File: src/sv/lswm_pkg.sv
// Package with shared types and constants of the LED strip wipe mask.
`timescale 1ns / 1ps
package lswm_pkg;

	localparam int unsigned MAX_LEDS  = 1024;
	localparam int unsigned DIV_STEPS = 11;
	localparam int unsigned CNT_W     = $clog2(DIV_STEPS);

	localparam logic [1:0] REQ_TIME    = 2'd0;
	localparam logic [1:0] REQ_PIXEL   = 2'd1;
	localparam logic [1:0] REQ_RESTART = 2'd2;

	localparam logic [1:0] STYLE_FROM_START  = 2'd0;
	localparam logic [1:0] STYLE_FROM_END    = 2'd1;
	localparam logic [1:0] STYLE_FROM_CENTRE = 2'd2;
	localparam logic [1:0] STYLE_TO_CENTRE   = 2'd3;

	localparam logic [1:0] CFG_WIPE_STYLE  = 2'd0;
	localparam logic [1:0] CFG_WIPE_OUT    = 2'd1;
	localparam logic [1:0] CFG_DURATION_MS = 2'd2;
	localparam logic [1:0] CFG_LED_COUNT   = 2'd3;

	localparam logic [15:0] DURATION_RESET  = 16'd1000;
	localparam logic [10:0] LED_COUNT_RESET = 11'd1024;

	typedef struct packed {
		logic take;
		logic cfg_we;
		logic clamp;
		logic mul;
		logic div;
		logic win;
	} cmd_t;

endpackage

File: src/sv/lswm_ctrl.sv
// Controller state machine: handshakes and sequencing of the bound recompute.
`timescale 1ns / 1ps
module lswm_ctrl
	import lswm_pkg::*;
(
	input  logic       clk,
	input  logic       arst_n,
	input  logic       in_valid,
	output logic       in_stall,
	input  logic [1:0] req_type,
	output logic       out_valid,
	input  logic       out_stall,
	input  logic       cfg_valid,
	output logic       cfg_ready,
	output cmd_t       cmd
);

	typedef enum logic [2:0] {
		S_IDLE,
		S_CLAMP,
		S_MUL,
		S_DIV,
		S_WIN
	} state_t;

	state_t           state_q;
	logic [CNT_W-1:0] cnt_q;
	logic             out_valid_q;
	logic             idle;
	logic             start;

	assign idle      = (state_q == S_IDLE);
	assign cfg_ready = idle;
	assign in_stall  = !idle || cfg_valid || (out_valid_q && out_stall);
	assign out_valid = out_valid_q;

	always_comb begin
		cmd.take   = in_valid && !in_stall;
		cmd.cfg_we = cfg_valid && idle;
		cmd.clamp  = (state_q == S_CLAMP);
		cmd.mul    = (state_q == S_MUL);
		cmd.div    = (state_q == S_DIV);
		cmd.win    = (state_q == S_WIN);
	end

	assign start = cmd.cfg_we ||
		(cmd.take && (req_type == REQ_TIME || req_type == REQ_RESTART));

	always_ff @(posedge clk or negedge arst_n) begin
		if (!arst_n) begin
			state_q     <= S_IDLE;
			cnt_q       <= '0;
			out_valid_q <= 1'b0;
		end else begin
			if (cmd.take) begin
				out_valid_q <= 1'b1;
			end else if (!out_stall) begin
				out_valid_q <= 1'b0;
			end
			case (state_q)
				S_IDLE: begin
					if (start) begin
						state_q <= S_CLAMP;
					end
				end
				S_CLAMP: begin
					state_q <= S_MUL;
				end
				S_MUL: begin
					cnt_q   <= '0;
					state_q <= S_DIV;
				end
				S_DIV: begin
					if (cnt_q == CNT_W'(DIV_STEPS - 1)) begin
						state_q <= S_WIN;
					end else begin
						cnt_q <= cnt_q + 1'b1;
					end
				end
				S_WIN: begin
					state_q <= S_IDLE;
				end
				default: begin
					state_q <= S_IDLE;
				end
			endcase
		end
	end

endmodule

File: src/sv/lswm_dpath.sv
// Datapath: registers, elapsed time, multiply, serial divide, window bounds and pixel mask.
`timescale 1ns / 1ps
module lswm_dpath
	import lswm_pkg::*;
(
	input  logic        clk,
	input  logic        arst_n,
	input  cmd_t        cmd,
	input  logic [1:0]  req_type,
	input  logic [15:0] delta_ms,
	input  logic [9:0]  pixel_index,
	input  logic [31:0] color_in,
	input  logic [1:0]  cfg_index,
	input  logic [15:0] cfg_data,
	output logic [31:0] color_out,
	output logic        done_res
);

	logic [1:0]  wipe_style_q;
	logic        wipe_out_q;
	logic [15:0] duration_q;
	logic [10:0] led_count_q;
	logic [15:0] elapsed_q;
	logic [10:0] lo_q;
	logic [10:0] hi_q;
	logic [15:0] fact_q;
	logic [15:0] rem_q;
	logic [10:0] num_q;
	logic [10:0] quo_q;

	logic [10:0] strip;
	logic [16:0] sum;
	logic [15:0] e_sat;
	logic [15:0] e_clamp;
	logic [26:0] prod;
	logic [16:0] rem_sh;
	logic        rem_ge;
	logic [10:0] v_raw;
	logic [10:0] v;
	logic [10:0] half;
	logic [10:0] hv;
	logic [10:0] h;
	logic [10:0] hh;
	logic [11:0] hi_c;
	logic [10:0] lo_n;
	logic [10:0] hi_n;
	logic        in_win;
	logic        hidden;

	assign strip = (32'(led_count_q) > MAX_LEDS) ? 11'(MAX_LEDS) : led_count_q;

	assign sum     = {1'b0, elapsed_q} + {1'b0, delta_ms};
	assign e_sat   = (sum > {1'b0, duration_q}) ? duration_q : sum[15:0];
	assign e_clamp = (elapsed_q > duration_q) ? duration_q : elapsed_q;
	assign prod    = 27'(strip) * 27'(fact_q);

	assign rem_sh = {rem_q, num_q[10]};
	assign rem_ge = (rem_sh >= {1'b0, duration_q});

	always_comb begin
		v_raw = quo_q;
		if (duration_q == 16'd0) begin
			v_raw = wipe_out_q ? 11'd0 : strip;
		end
		v    = (v_raw > strip) ? strip : v_raw;
		half = strip >> 1;
		hv   = v >> 1;
		h    = strip - v;
		hh   = h >> 1;
		hi_c = {1'b0, half} + {1'b0, hv};
		lo_n = 11'd0;
		hi_n = strip;
		case (wipe_style_q)
			STYLE_FROM_START: begin
				lo_n = v;
				hi_n = strip;
			end
			STYLE_FROM_END: begin
				lo_n = 11'd0;
				hi_n = strip - v;
			end
			STYLE_FROM_CENTRE: begin
				lo_n = (half > hv) ? (half - hv) : 11'd0;
				hi_c = {1'b0, half} + {1'b0, hv};
				hi_n = (hi_c > {1'b0, strip}) ? strip : hi_c[10:0];
			end
			STYLE_TO_CENTRE: begin
				lo_n = (half > hh) ? (half - hh) : 11'd0;
				hi_c = {1'b0, half} + {1'b0, hh} + {11'd0, h[0]};
				hi_n = (hi_c > {1'b0, strip}) ? strip : hi_c[10:0];
			end
			default: begin
				lo_n = v;
				hi_n = strip;
			end
		endcase
	end

	assign in_win = ({1'b0, pixel_index} >= lo_q) && ({1'b0, pixel_index} < hi_q);
	always_comb begin
		hidden = 1'b0;
		if ({1'b0, pixel_index} < strip) begin
			hidden = (wipe_style_q == STYLE_FROM_CENTRE) ? !in_win : in_win;
		end
	end

	always_ff @(posedge clk or negedge arst_n) begin
		if (!arst_n) begin
			wipe_style_q <= STYLE_FROM_START;
			wipe_out_q   <= 1'b0;
			duration_q   <= DURATION_RESET;
			led_count_q  <= LED_COUNT_RESET;
			elapsed_q    <= '0;
			lo_q         <= '0;
			hi_q         <= '0;
		end else begin
			if (cmd.cfg_we) begin
				case (cfg_index)
					CFG_WIPE_STYLE:  wipe_style_q <= cfg_data[1:0];
					CFG_WIPE_OUT:    wipe_out_q   <= cfg_data[0];
					CFG_DURATION_MS: duration_q   <= cfg_data;
					CFG_LED_COUNT:   led_count_q  <= cfg_data[10:0];
					default:         wipe_style_q <= wipe_style_q;
				endcase
			end
			if (cmd.take) begin
				if (req_type == REQ_TIME) begin
					elapsed_q <= e_sat;
				end else if (req_type == REQ_RESTART) begin
					elapsed_q <= '0;
				end
			end
			if (cmd.clamp) begin
				elapsed_q <= e_clamp;
			end
			if (cmd.win) begin
				lo_q      <= lo_n;
				hi_q      <= hi_n;
			end
		end
	end

	always_ff @(posedge clk) begin
		if (cmd.take) begin
			color_out <= '0;
			case (req_type)
				REQ_TIME: begin
					done_res <= (e_sat >= duration_q);
				end
				REQ_PIXEL: begin
					color_out <= hidden ? 32'd0 : color_in;
					done_res  <= (elapsed_q >= duration_q);
				end
				REQ_RESTART: begin
					done_res <= (duration_q == 16'd0);
				end
				default: begin
					done_res <= (elapsed_q >= duration_q);
				end
			endcase
		end
		if (cmd.clamp) begin
			fact_q <= wipe_out_q ? (duration_q - e_clamp) : e_clamp;
		end
		if (cmd.mul) begin
			rem_q <= prod[26:11];
			num_q <= prod[10:0];
		end
		if (cmd.div) begin
			rem_q <= rem_ge ? 16'(rem_sh - {1'b0, duration_q}) : rem_sh[15:0];
			num_q <= {num_q[9:0], 1'b0};
			quo_q <= {quo_q[9:0], rem_ge};
		end
	end

endmodule

File: src/sv/led_strip_wipe_mask.sv
// Top level of the LED strip wipe mask: controller and datapath.
//
// Input words arrive on in_valid/in_stall with req_type, delta_ms, pixel_index
// and color_in; each accepted word yields exactly one result word on
// out_valid/out_stall carrying color_out and done_res.
// Pixel results are registered and appear in the cycle after acceptance; pixel
// words stream one per cycle while the input is not stalled. A time or restart
// word also delivers its result in the cycle after acceptance, then the visible
// count and window bounds are recomputed by a clamp step, an 11x16 multiply, a
// one-bit-per-cycle restoring divider and a window step, and the input stalls
// until the recompute is done. A write on the cfg_valid/cfg_ready channel starts
// the same recompute; cfg_ready is low and the input stalls while it runs.
// While the receiver stalls a pending result, that result holds and the input
// stalls in turn, so no word is lost.
// Reset clears the elapsed time and bounds, sets duration to 1000 ms and the
// LED count to 1024, and leaves no result pending.
`timescale 1ns / 1ps
module led_strip_wipe_mask
	import lswm_pkg::*;
(
	input  logic        clk,
	input  logic        arst_n,
	input  logic        in_valid,
	output logic        in_stall,
	input  logic [1:0]  req_type,
	input  logic [15:0] delta_ms,
	input  logic [9:0]  pixel_index,
	input  logic [31:0] color_in,
	output logic        out_valid,
	input  logic        out_stall,
	output logic [31:0] color_out,
	output logic        done_res,
	input  logic        cfg_valid,
	output logic        cfg_ready,
	input  logic [1:0]  cfg_index,
	input  logic [15:0] cfg_data
);

	cmd_t cmd;

	lswm_ctrl u_ctrl (
		.clk       (clk),
		.arst_n    (arst_n),
		.in_valid  (in_valid),
		.in_stall  (in_stall),
		.req_type  (req_type),
		.out_valid (out_valid),
		.out_stall (out_stall),
		.cfg_valid (cfg_valid),
		.cfg_ready (cfg_ready),
		.cmd       (cmd)
	);

	lswm_dpath u_dpath (
		.clk         (clk),
		.arst_n      (arst_n),
		.cmd         (cmd),
		.req_type    (req_type),
		.delta_ms    (delta_ms),
		.pixel_index (pixel_index),
		.color_in    (color_in),
		.cfg_index   (cfg_index),
		.cfg_data    (cfg_data),
		.color_out   (color_out),
		.done_res    (done_res)
	);

endmodule

File: config.mk
export PLATFORM = sky130hd
export DESIGN_NAME = led_strip_wipe_mask
export DESIGN_NICKNAME = d
export VERILOG_FILES = /design/src/sv/lswm_pkg.sv /design/src/sv/lswm_ctrl.sv /design/src/sv/lswm_dpath.sv /design/src/sv/led_strip_wipe_mask.sv
export SDC_FILE = /design/constraint.sdc
export NUM_CORES = 1
export LEC_CHECK = 0
export ABC_AREA = 1
export CORE_ASPECT_RATIO = 0.6
export CORE_UTILIZATION = 70
export CTS_CLUSTER_DIAMETER = 60
export DETAILED_ROUTE_END_ITERATION = 8
export DONT_BUFFER_PORTS = 1
export PLACE_DENSITY = 0.92
export SKIP_CTS_REPAIR_TIMING = 1
export SYNTH_ARGS = -nofsm -noshare
export SYNTH_HDL_FRONTEND = slang
export SYNTH_HIERARCHICAL = 1
export SYNTH_SLANG_ARGS = --single-unit
File: constraint.sdc
create_clock -name clk -period 18 [get_ports clk]
set_clock_uncertainty 0.05 [all_clocks]
set_input_delay 1.8 -clock clk [delete_from_list [all_inputs] [get_ports clk]]
set_output_delay 1.8 -clock clk [all_outputs]
set_load 0.02 [all_outputs]
==> flow_summary.json, run 1 <==
{
  "fp.dieH_microns": 137,
  "initial_core_util_pct": 71.2,
  "synth_ff_type": "edfxtp_1",
  "hold_depth": 0,
  "worst_slew_pin_slew_ns": 1.31,
  "max_freq_ghz": 0.103,
  "synthArstFlopShare_pct": 46.6,
  "drc": 0,
  "setup_viol": 0,
  "syn_area_sq_um": 21300,
  "core-area_sq_um": 29900,
  "cts_made_buffers": 17,
  "totalWireLength_mm": 75.2,
  "num_rows": 49,
  "syn_inst": 2936,
  "critPathCaptureType": "flip-flop",
  "cts_htree_levels": 4,
  "firstDrtPassIters": 9,
  "diodes": 0,
  "grt_usage_pct": 49.0,
  "hold_viol": 0,
  "worstSetupPathType": "reg -> reg",
  "cp_num_buf_inv": 6,
  "crit_path_start_kind": "flip-flop",
  "outcome": "finished, final reports clean",
  "io_pins": 119,
  "gp_congestion": 1.14,
  "antenna_found_initial": 6,
  "synthDistinctLibCells": 60,
  "dieArea_sq_um": 31100,
  "vias": 21400,
  "cp_max_fo": 26,
  "arrival_ns": 10.00,
  "synth_edf_count": 86,
  "drive_gt1_share_pct": 3.69,
  "first_global_vias": 19900,
  "cts_num_sinks": 163,
  "clk_latency_ns": 0.46,
  "grt_max_degree": 77,
  "reg2reg_depth": 40,
  "drv_cap": 0,
  "detail-route-antenna-nets": 0,
  "layout_min_cycle_time_ns": 9.71,
  "grt.overflow.total": 0,
  "grt_pass1_wl_mm": 113,
  "yosysWarningCount": 6,
  "maxSlewViolCount": 0,
  "syn_nets": 3418,
  "synth.avg_cell_area_sq_um": 7.25,
  "viasPerCell": 6.48,
  "place_hpwl_mm": 60.0,
  "path_delay_family": "simple AND/OR/NAND/NOR gates",
  "post-route-period-util_pct": 54.0,
  "ys_ff_latch": 163,
  "die_w_microns": 227,
  "yosysSeqAreaShare_pct": 21.2,
  "rsz0062_at_grt": "no",
  "maxSlewHeadroom_pct": 12.2,
  "wire_per_inst_microns": 22.7,
  "critPathRequiredTime_ns": 18.29,
  "crit_slowest_cell": "dfstp_2",
  "clk_path_buf_depth": 2,
  "fin_setup_tns_ns": 0,
  "num-fill-cells": 2373,
  "cts_tree": "done",
  "clk_pin_slew_worst_paths_ns": 0.07,
  "dr.first_iter.drc_count": 3702,
  "cts-root-buf": "clkbuf_16",
  "portBuffers": 0,
  "hp-class": "reg -> reg",
  "cpMostUsedCell": "nand2_1",
  "syn_to_final_growth_pct": 3.94,
  "path_depth": 40,
  "cpPeakStageDelay_ns": 0.94,
  "nets": 3368
}
==> cell families after synthesis <==
group | after synthesis | share of synthesized area [%]
AO/OA/AOI/OAI | 428 | 11.4
adder cells (fa/ha/maj) | 399 | 28.2
XOR/XNOR | 62 | 2.55
flip-flops | 163 | 21.2
AND/OR/NAND/NOR | 1288 | 25.8
buffers and inverters | 596 | 10.8
==> cell type report <==
| cell class | count | area, sq um | share of cell area [%] |
|---|---|---|---|
| Multi-Input combinational cell | 2177 | 14500 | 65.4 |
| Sequential cell | 163 | 4510 | 20.4 |
| Inverter | 512 | 1920 | 8.69 |
| Tap cell | 408 | 510 | 2.31 |
| Clock buffer | 18 | 439 | 1.98 |
| Clock inverter | 14 | 149 | 0.673 |
| Timing Repair Buffer | 15 | 113 | 0.509 |
==> worst reg2reg max path, delay by kind of cell (launching register included) <==
family,cells,cell delay [ns]
compound gates,6,1.02
flops,1,0.94
simple gates,23,4.32
buf+inv,6,1.20
xor+xnor,1,0.44
fa+ha+maj,4,1.61
==> final timing paths <==
check                                               startpoint                                end  slack [ns]
max in group asynchronous                               arst_n  u_dpath/duration_q[3]$_DFFE_PN1P_       16.70
min in group asynchronous                               arst_n        u_dpath/lo_q[9]$_DFFE_PN0P_        0.98
max                        u_dpath/led_count_q[10]$_DFFE_PN1P_        u_dpath/hi_q[2]$_DFFE_PN0P_        8.29
max reg2reg                u_dpath/led_count_q[10]$_DFFE_PN1P_        u_dpath/hi_q[2]$_DFFE_PN0P_        8.29
min reg2reg                         u_dpath/quo_q[2]$_DFFE_PP_         u_dpath/quo_q[3]$_DFFE_PP_        0.41
min                                 u_dpath/quo_q[2]$_DFFE_PP_         u_dpath/quo_q[3]$_DFFE_PP_        0.41
==> registers in the layout, summed over array words and instances, names as in the netlist, 3 cells and up <==
signal	flops
u_dpath/hi_q	11
u_dpath/color_out	32
u_dpath/duration_q	16
u_ctrl/state_q	3
u_dpath/elapsed_q	16
u_dpath/led_count_q	11
u_dpath/lo_q	11
u_ctrl/cnt_q	4
u_dpath/num_q	11
u_dpath/rem_q	16
u_dpath/fact_q	16
u_dpath/quo_q	11
==> cells in the mapped netlist, types with 47 or more instances <==
cell type	n	area share (%)
a21oi_1	163	3.8
clkbuf_1	60	1.1
dfrtp_1	69	8.1
edfxtp_1	86	12
fa_1	134	13
ha_1	265	16
inv_1	501	8.8
nand2_1	712	13
nand3_1	241	5.7
nor2_1	204	3.6
o21ai_0	147	3.5
xor2_1	47	1.9
==> routing by layer <==
metal,global-route usage [%],vias to the layer above,wire length [microns]
met5,2.58,-,149
met4,11.4,8,2010
met3,28.2,276,15600
met2,62.3,1860,27600
met1,69.5,9904,29900
li1,-,9387,-
==> cells in the final DEF (no fill, tap or decap), drive strengths merged, types with 5 or more instances in the layout <==
| cell | instances |
|---|---|
| a211oi | 11 |
| a21boi | 6 |
| a21o | 13 |
| a21oi | 164 |
| a31oi | 9 |
| and2 | 17 |
| buf | 15 |
| clkbuf | 18 |
| clkinv | 11 |
| dfrtp | 69 |
| dfstp | 7 |
| edfxtp | 86 |
| fa | 134 |
| ha | 265 |
| inv | 511 |
| nand2 | 718 |
| nand3 | 244 |
| nand3b | 9 |
| nand4 | 43 |
| nor2 | 213 |
| nor3 | 18 |
| o211ai | 15 |
| o21a | 5 |
| o21ai | 169 |
| o21bai | 14 |
| o31ai | 6 |
| or2 | 18 |
| xnor2 | 15 |
| xor2 | 47 |
==> metrics by stage <==
stage	utilization [%]	instances	worst slack, ns	hold slack, ns	cell area [sq um]
final	74.0	3307	8.29	0.410	22100
after CTS	74.0	3307	8.73	0.412	22100
after global routing	74.0	3307	7.73	0.427	22100
after floorplan	-	2936	11.39	0.377	21300
after global placement	72.0	3275	8.92	0.386	21500
after detailed placement	72.0	3275	8.74	0.394	21500
Power of run 1 is not shown: default switching activity piles up to over one toggle a cycle in this logic, so the estimate is an artifact.
==> run 2, diff against run 1 <==
--- a/config.mk
+++ b/config.mk
@@ -7,11 +7,11 @@
 export LEC_CHECK = 0
 export ABC_AREA = 1
 export CORE_ASPECT_RATIO = 0.6
-export CORE_UTILIZATION = 70
+export CORE_UTILIZATION = 67
 export CTS_CLUSTER_DIAMETER = 60
 export DETAILED_ROUTE_END_ITERATION = 8
 export DONT_BUFFER_PORTS = 1
-export PLACE_DENSITY = 0.92
+export PLACE_DENSITY = 0.89
 export SKIP_CTS_REPAIR_TIMING = 1
 export SYNTH_ARGS = -nofsm -noshare
 export SYNTH_HDL_FRONTEND = slang
==> constraint.sdc (replaced) <==
create_clock -name clk -period 10 [get_ports clk]
set_clock_uncertainty 0.05 [all_clocks]
set_input_delay 1 -clock clk [delete_from_list [all_inputs] [get_ports clk]]
set_output_delay 1 -clock clk [all_outputs]
set_load 0.02 [all_outputs]
==> flow_summary.json, run 2 (same netlist as run 1, synthesis figures left out) <==
{
  "largest_reg_flops": 32,
  "drc": 0,
  "syn_to_final_growth_pct": 4.44,
  "cts_tree": "done",
  "portBuffers": 0,
  "die_w_microns": 232,
  "arrival_ns": 9.52,
  "final_cell_mix": "nand2_1 (712), inv_1 (501), ha_1 (265), nand3_1 (241), nor2_1 (202)",
  "cts_made_buffers": 17,
  "hp-class": "in -> async",
  "viasPerCell": 6.28,
  "clk_pin_slew_worst_paths_ns": 0.07,
  "clk_path_buf_depth": 2,
  "gp_congestion": 1.09,
  "rsz0062_at_grt": "no",
  "grt_max_degree": 77,
  "critPathCaptureType": "flip-flop",
  "post-route-period-util_pct": 92.4,
  "place_hpwl_mm": 58.2,
  "clk_latency_ns": 0.46,
  "num_rows": 50,
  "crit_path_start_kind": "flip-flop",
  "cp_max_fo": 26,
  "cts-root-buf": "clkbuf_16",
  "firstDrtPassIters": 7,
  "fin_setup_tns_ns": 0,
  "cpMostUsedCell": "nand2_1",
  "grt_usage_pct": 45.1,
  "critPathRequiredTime_ns": 10.27,
  "grt_pass1_wl_mm": 111,
  "maxSlewHeadroom_pct": 12.2,
  "drive_gt1_share_pct": 3.95,
  "crit_slowest_cell": "nand2_1",
  "core-area_sq_um": 31200,
  "initial_core_util_pct": 68.2,
  "max_freq_ghz": 0.108,
  "regMostFlops": "u_dpath/color_out",
  "setup_viol": 0,
  "io_pins": 119,
  "hold_viol": 0,
  "wire_per_inst_microns": 21.7,
  "worstSetupPathType": "reg -> reg",
  "detail-route-antenna-nets": 0,
  "antenna_found_initial": 0,
  "dr.first_iter.drc_count": 2907,
  "vias": 20900,
  "num-fill-cells": 2499,
  "outcome": "finished, final reports clean",
  "worst_slew_pin_slew_ns": 1.31,
  "final_common_cell": "nand2_1",
  "cts_htree_levels": 4,
  "drv_cap": 0,
  "multi_input_area_sq_um": 14500,
  "area.sequential_sq_um": 4510,
  "nets": 3378,
  "cpPeakStageDelay_ns": 0.58,
  "fp.dieH_microns": 140,
  "cts_num_sinks": 163,
  "totalWireLength_mm": 72.1,
  "dieArea_sq_um": 32500,
  "maxSlewViolCount": 0,
  "first_global_vias": 19900,
  "grt.overflow.total": 0,
  "layout_min_cycle_time_ns": 9.24
}
[run 2: cell types whose count changed in the layout (fill, tap and decap cells not counted)]
cell / before / now
bufinv_16: 2 / 3
clkinv_4: 2 / 4
clkinv_2: 1 / 0
diode_2: 0 / 2
inv_6: 3 / 1
inv_4: 1 / 0
clkbuf_1: 0 / 3
buf_4: 15 / 25
inv_8: 1 / 0
clkinv_1: 8 / 7
[run 2: metrics by stage]
| step | area [sq um] | setup slack, ns | utilization, % | hold WS (ns) | instances |
|---|---|---|---|---|---|
| after floorplan | 21300 | 3.39 | - | 0.377 | 2936 |
| after global placement | 21600 | 1.48 | 69.3 | 0.386 | 3293 |
| after detailed placement | 21600 | 1.22 | 69.3 | 0.387 | 3293 |
| after CTS | 22200 | 1.19 | 71.2 | 0.172 | 3325 |
| after global routing | 22200 | 0.169 | 71.2 | 0.176 | 3325 |
| final | 22200 | 0.757 | 71.2 | 0.189 | 3327 |
[run 2: final timing paths]
path / start / endpoint / cells past startpoint / slack [ns]
min in group clk: u_dpath/quo_q[3]$_DFFE_PP_ / u_dpath/quo_q[4]$_DFFE_PP_ / 0 / 0.41
setup / recovery: u_dpath/led_count_q[10]$_DFFE_PN1P_ / u_dpath/hi_q[7]$_DFFE_PN0P_ / 42 / 0.76
hold / removal: arst_n / u_dpath/hi_q[8]$_DFFE_PN0P_ / 0 / 0.19
setup reg to reg: u_dpath/led_count_q[10]$_DFFE_PN1P_ / u_dpath/hi_q[7]$_DFFE_PN0P_ / 42 / 0.76
hold reg to reg: u_dpath/quo_q[3]$_DFFE_PP_ / u_dpath/quo_q[4]$_DFFE_PP_ / 0 / 0.41
max in group asynchronous: arst_n / u_dpath/duration_q[3]$_DFFE_PN1P_ / 0 / 9.47
[run 2: cell type report]
type                       instances  area share [%]
multi-input combinational       2177            65.1
sequential                       163            20.3
inverter                         512            8.64
tap                              416            2.34
clock buffer                      21            2.03
timing repair buffer              25           0.844
clock inverter                    11           0.687
antenna                            2          0.0225
[run 2: metal layers]
metal  vias to the layer above  routed length (microns)  track usage, %
met5                         -                        0               0
met4                         0                     1400            10.4
met3                       157                    13500            24.3
met2                      1518                    27000            57.7
met1                      9813                    30200            65.3
li1                       9394                        -               -
[run 2: worst max-delay path: cells and delay by family, from the launching register on]
family                   cells  cell delay [ns]
AO/OA/AOI/OAI                7             1.01
XOR/XNOR                     1             0.43
adder cells (fa/ha/maj)      4             1.58
buffers and inverters       10             1.83
flip-flops                   1             0.52
AND/OR/NAND/NOR             20             3.68
Power of run 2 is left out for the same reason.
